--- src/hw/rtl/nms_pkg.sv ---
package nms_pkg;

	// Width of the matrix size register and of the row and column result fields.
	localparam int unsigned SIZE_WIDTH = 9;
	localparam int unsigned POS_WIDTH = 8;
	localparam int unsigned TOTAL_WIDTH = 32;

	// Number of neighbours that exist around one element: corner, edge or interior.
	typedef enum logic [1:0] {
		CNT_THREE,
		CNT_FIVE,
		CNT_EIGHT
	} nbr_cnt_t;

	// Side information that travels with one result through the divider.
	typedef struct packed {
		logic [POS_WIDTH-1:0] row;
		logic [POS_WIDTH-1:0] col;
		logic                 last;
		logic                 below_diag;
	} res_tag_t;

endpackage

--- src/hw/rtl/nms_mean_div.sv ---
module nms_mean_div import nms_pkg::*; #(
	parameter int SAMPLE_WIDTH = 16
) (
	input  logic                          clk,
	input  logic                          arst_n,
	input  logic                          in_valid,
	output logic                          in_stall,
	input  logic signed [SAMPLE_WIDTH+2:0] sum,
	input  nbr_cnt_t                      cnt,
	input  res_tag_t                      in_tag,
	output logic                          out_valid,
	input  logic                          out_stall,
	output logic signed [SAMPLE_WIDTH-1:0] mean,
	output res_tag_t                      out_tag
);

	localparam int SumWidth = SAMPLE_WIDTH + 3;
	localparam int ProdWidth = 2 * SumWidth;

	// Reciprocals scaled by two to the power of the magnitude width.
	localparam logic [63:0] RecThreeFull = (64'd1 << SumWidth) / 64'd3;
	localparam logic [63:0] RecFiveFull = (64'd1 << SumWidth) / 64'd5;
	localparam logic [63:0] RecEightFull = (64'd1 << SumWidth) / 64'd8;
	localparam logic [SumWidth-1:0] RecThree = RecThreeFull[SumWidth-1:0];
	localparam logic [SumWidth-1:0] RecFive = RecFiveFull[SumWidth-1:0];
	localparam logic [SumWidth-1:0] RecEight = RecEightFull[SumWidth-1:0];
	localparam logic [SumWidth-1:0] DivThree = SumWidth'(3);
	localparam logic [SumWidth-1:0] DivFive = SumWidth'(5);
	localparam logic [SumWidth-1:0] DivEight = SumWidth'(8);

	logic                       valid_s1;
	logic signed [SumWidth-1:0] sum_s1;
	nbr_cnt_t                   cnt_s1;
	res_tag_t                   tag_s1;

	logic                valid_s2;
	logic [SumWidth-1:0] quot_s2;
	logic [SumWidth-1:0] mag_s2;
	logic                neg_s2;
	nbr_cnt_t            cnt_s2;
	res_tag_t            tag_s2;

	logic                 adv_s1;
	logic                 adv_s2;
	logic [SumWidth-1:0]  mag;
	logic [SumWidth-1:0]  rec;
	logic [ProdWidth-1:0] prod;
	logic [SumWidth-1:0]  back;
	logic [SumWidth-1:0]  divisor;
	logic [SumWidth-1:0]  rem;
	logic [SumWidth-1:0]  quot;

	// Each stage moves on when the stage after it is empty or moving.
	assign adv_s2 = !valid_s2 || !out_stall;
	assign adv_s1 = !valid_s1 || adv_s2;
	assign in_stall = !adv_s1;

	// First stage: magnitude of the sum and multiplication by the reciprocal.
	always_comb begin
		mag = sum_s1[SumWidth-1] ? SumWidth'(-sum_s1) : SumWidth'(sum_s1);
		case (cnt_s1)
			CNT_THREE: rec = RecThree;
			CNT_FIVE:  rec = RecFive;
			CNT_EIGHT: rec = RecEight;
			default:   rec = RecEight;
		endcase
		prod = ProdWidth'(mag) * ProdWidth'(rec);
	end

	// Second stage: the estimate is at most one low, so one compare corrects it.
	always_comb begin
		case (cnt_s2)
			CNT_THREE: begin
				back = quot_s2 + (quot_s2 << 1);
				divisor = DivThree;
			end
			CNT_FIVE: begin
				back = quot_s2 + (quot_s2 << 2);
				divisor = DivFive;
			end
			CNT_EIGHT: begin
				back = quot_s2 << 3;
				divisor = DivEight;
			end
			default: begin
				back = quot_s2 << 3;
				divisor = DivEight;
			end
		endcase
		rem = mag_s2 - back;
		quot = (rem >= divisor) ? quot_s2 + SumWidth'(1) : quot_s2;
	end

	// The sign goes back on after the division, which truncates toward zero.
	assign mean = neg_s2 ? SAMPLE_WIDTH'(-quot) : SAMPLE_WIDTH'(quot);
	assign out_tag = tag_s2;
	assign out_valid = valid_s2;

	// Stage valid flags.
	always_ff @(posedge clk or negedge arst_n) begin
		if (!arst_n) begin
			valid_s1 <= 1'b0;
			valid_s2 <= 1'b0;
		end else begin
			if (adv_s1) begin
				valid_s1 <= in_valid;
			end
			if (adv_s2) begin
				valid_s2 <= valid_s1;
			end
		end
	end

	// Stage payload.
	always_ff @(posedge clk) begin
		if (adv_s1 && in_valid) begin
			sum_s1 <= sum;
			cnt_s1 <= cnt;
			tag_s1 <= in_tag;
		end
		if (adv_s2 && valid_s1) begin
			quot_s2 <= prod[ProdWidth-1:SumWidth];
			mag_s2 <= mag;
			neg_s2 <= sum_s1[SumWidth-1];
			cnt_s2 <= cnt_s1;
			tag_s2 <= tag_s1;
		end
	end

endmodule

--- config.mk ---
export PLATFORM = sky130hd
export DESIGN_NAME = nms_mean_div
export DESIGN_NICKNAME = d
export VERILOG_FILES = /design/src/hw/rtl/nms_pkg.sv /design/src/hw/rtl/nms_mean_div.sv
export SDC_FILE = /design/constraint.sdc
export NUM_CORES = 1
export LEC_CHECK = 0
export CAP_MARGIN = 30
export CORE_ASPECT_RATIO = 0.6
export CORE_MARGIN = 2
export CORE_UTILIZATION = 60
export CTS_CLUSTER_SIZE = 25
export DETAILED_ROUTE_END_ITERATION = 6
export DONT_BUFFER_PORTS = 1
export GPL_ROUTABILITY_DRIVEN = 0
export PLACE_DENSITY_LB_ADDON = 0.25
export SLEW_MARGIN = 20
export SYNTH_ARGS = -nofsm -noshare
export SYNTH_HDL_FRONTEND = slang
export SYNTH_SLANG_ARGS = --single-unit
--- constraint.sdc ---
create_clock -name clk -period 10 [get_ports clk]
set_input_delay 0.5 -clock clk [delete_from_list [all_inputs] [get_ports clk]]
set_output_delay 0.5 -clock clk [all_outputs]
set_load 0.02 [all_outputs]
==> results.json <==
{
  "status": "complete, but fails checks",
  "violations": "DRC",
  "clkSinkCount": 100,
  "clock_latency_ns": 0.38,
  "core_area_um2": 24300,
  "area_delta_synth_final_pct": 4.96,
  "drc": 1,
  "cp_common_cell": "fa_1",
  "fp-row-count": 44,
  "cp_slowest_cell": "or4_1",
  "seq_area_frac_synth": 0.200,
  "numCtsBuffers": 9,
  "swShare": 0.528,
  "wire_per_inst_um": 20.6,
  "power.internal_mw": 2.57,
  "start_util": 0.615,
  "fin_setup_tns_ns": 0,
  "cp_num_buf_inv": 5,
  "slew-limit-headroom": 0.424,
  "synthCells": 1503,
  "combPwrFrac": 0.798,
  "fin_crit_sh": 0.934,
  "die-area_um2": 26200,
  "drt_wl_total_um": 37800,
  "vias_per_cell": 5.89,
  "netlist_area_um2": 15000,
  "grtUsageMet3": 0.132,
  "crit_required_ns": 10.13,
  "dp_hpwl_um": 32600,
  "p_per_area_nw_per_um2": 346,
  "drive_gt1_frac": 0.0318,
  "grt_util_met1": 0.494,
  "yosysWarningCount": 0,
  "worstPathArrival_ns": 9.47,
  "grt_pass1_vias": 10700,
  "setup_violations": 0,
  "cts_root_buffer": "clkbuf_16",
  "die_h_um": 126,
  "p_leak_nw": 7.71,
  "drv_slew": 0,
  "layout_commonest_cell": "inv_1",
  "firstDrtPassIters": 7,
  "vias": 10800,
  "drv_cap": 0,
  "cp_max_fo": 4,
  "synth-seq-cells": 100,
  "busiest_layer": "met1",
  "crit_family": "adder cells",
  "crit_path_max_incr_delay_ns": 0.64,
  "grt_overflow": 0,
  "ys.flop_type": "edfxtp_1",
  "cts_tree": "yes",
  "final_cell_mix": "inv_1, ha_1, fa_1, edfxtp_1, nand2_1",
  "path_clk_slew_ns": 0.08,
  "grt_max_degree": 60,
  "power_frac_clock": 0.064,
  "antenna_found_initial": 2,
  "ant_nets": 0,
  "finalHoldViolCount": 0,
  "ys_async_sr_fraction": 0.0200,
  "p_switching_mw": 2.87,
  "avgSynthCellArea_um2": 9.95,
  "cp-end-kind": "register",
  "seqPwrFrac": 0.138,
  "io_pins": 79,
  "max-vdd-ir-drop_mv": 0.278,
  "timing.hold.ws_ns": 0.211,
  "portBuffers": 0,
  "synth_fp_nets": 1961,
  "htree_levels": 3,
  "max_freq_mhz": 107,
  "synth_edf_count": 98,
  "finalCriticalPeriod_ns": 9.34,
  "skew_ns": 0.0153,
  "ys_types": 64,
  "track_usage": 0.308,
  "hold_class": "input pin to register",
  "nets": 1964,
  "worst_pin_slew_ns": 0.858,
  "rsz0062_at_grt": "no",
  "drt_iter0_drc": 1172,
  "dieWidth_um": 208,
  "n_antenna_cell": 0,
  "clockBufferDepth": 2,
  "worstSetupStartpointType": "register",
  "path_class": "register to register",
  "gr-usage-met2": 0.385,
  "grt_pass1_wl_um": 61400
}
## cell usage after synthesis (20+ instances only)
library cell    n  share of area
a21oi_1        55          0.018
and2_1         20         0.0084
edfxtp_1       98           0.20
fa_1          198           0.27
ha_1          217           0.18
inv_1         338          0.085
nand2_1        78          0.020
nand2b_1       21         0.0088
nand3_1        21         0.0070
nor2_1         69          0.017
o21ai_0        57          0.019
xnor2_1        67          0.039
xor2_1         30          0.018
## cell type report
cell class,count,area [um2]
flip-flops and latches,100,2990
fillers,1962,8640
clock inverters,7,66.3
clock buffers,9,225
inverters,338,1270
multi-input cells,1043,10600
repair buffers,14,120
well taps,322,403
## metal layers
| metal | vias up | wire length, um |
|---|---|---|
| li1 | 4965 | - |
| met5 | - | 24 |
| met1 | 5268 | 18300 |
| met4 | 4 | 306 |
| met2 | 526 | 13800 |
| met3 | 26 | 5330 |
## final timing paths
check	from	endpoint	slack, ns	cells past startpoint
hold reg to reg	tag_s1[11]	out_tag[11]	0.42	0
max in group asynchronous	arst_n	valid_s1	9.52	1
setup / recovery	sum_s1[4]	quot_s2[17]	0.66	31
hold / removal	sum[14]	sum_s1[14]	0.21	0
min in group asynchronous	arst_n	out_valid	0.36	1
setup reg to reg	sum_s1[4]	quot_s2[17]	0.66	31
## cell families (layout without fill, tap and decap cells)
family / after synthesis / after routing / share of synthesized area
xor gates and xnor gates: 97 / 97 / 0.0568
AOI/OAI and AO/OA: 223 / 223 / 0.0985
DFF: 100 / 100 / 0.200
muxes: 10 / 10 / 0.00678
buffers and inverters: 360 / 368 / 0.0910
adders and majority gates: 415 / 415 / 0.447
and+or+nand+nor: 298 / 298 / 0.100
## repair_timing
item / CTS / global route
setup buffers: 0 / 0
hold buffers: 1 / 0
resized for setup: 0 / 3
endpoints found under the hold margin: 2 / 0
endpoints found under the setup margin: 0 / 6
## flip-flops by register name, indices dropped and copies added (netlist names), 2 cells and up
signal   flops
sum_s1      19
cnt_s2       2
out_tag     18
cnt_s1       2
tag_s1      18
mag_s2      19
quot_s2     19
## through the flow
stage               utilization  power (mW)  setup WS (ns)  cells  area, um2
detailed placement        0.632        4.97          0.481   1816      15400
global route              0.645        5.98         0.0148   1833      15700
CTS                       0.645        5.37          0.413   1833      15700
floorplan                     -        3.90           1.78   1503      15000
finish                    0.645        5.44          0.661   1833      15700
global placement          0.632        4.84          0.722   1815      15400
## power groups by stage
stage	registers, mW	logic (mW)	clock network, mW
floorplan	0.717	3.18	0
global placement	0.756	4.08	0
detailed placement	0.756	4.21	0
CTS	0.747	4.26	0.359
global route	0.759	4.85	0.375
finish	0.750	4.34	0.351
No activity file was read; power rests on OpenSTA's default activity.
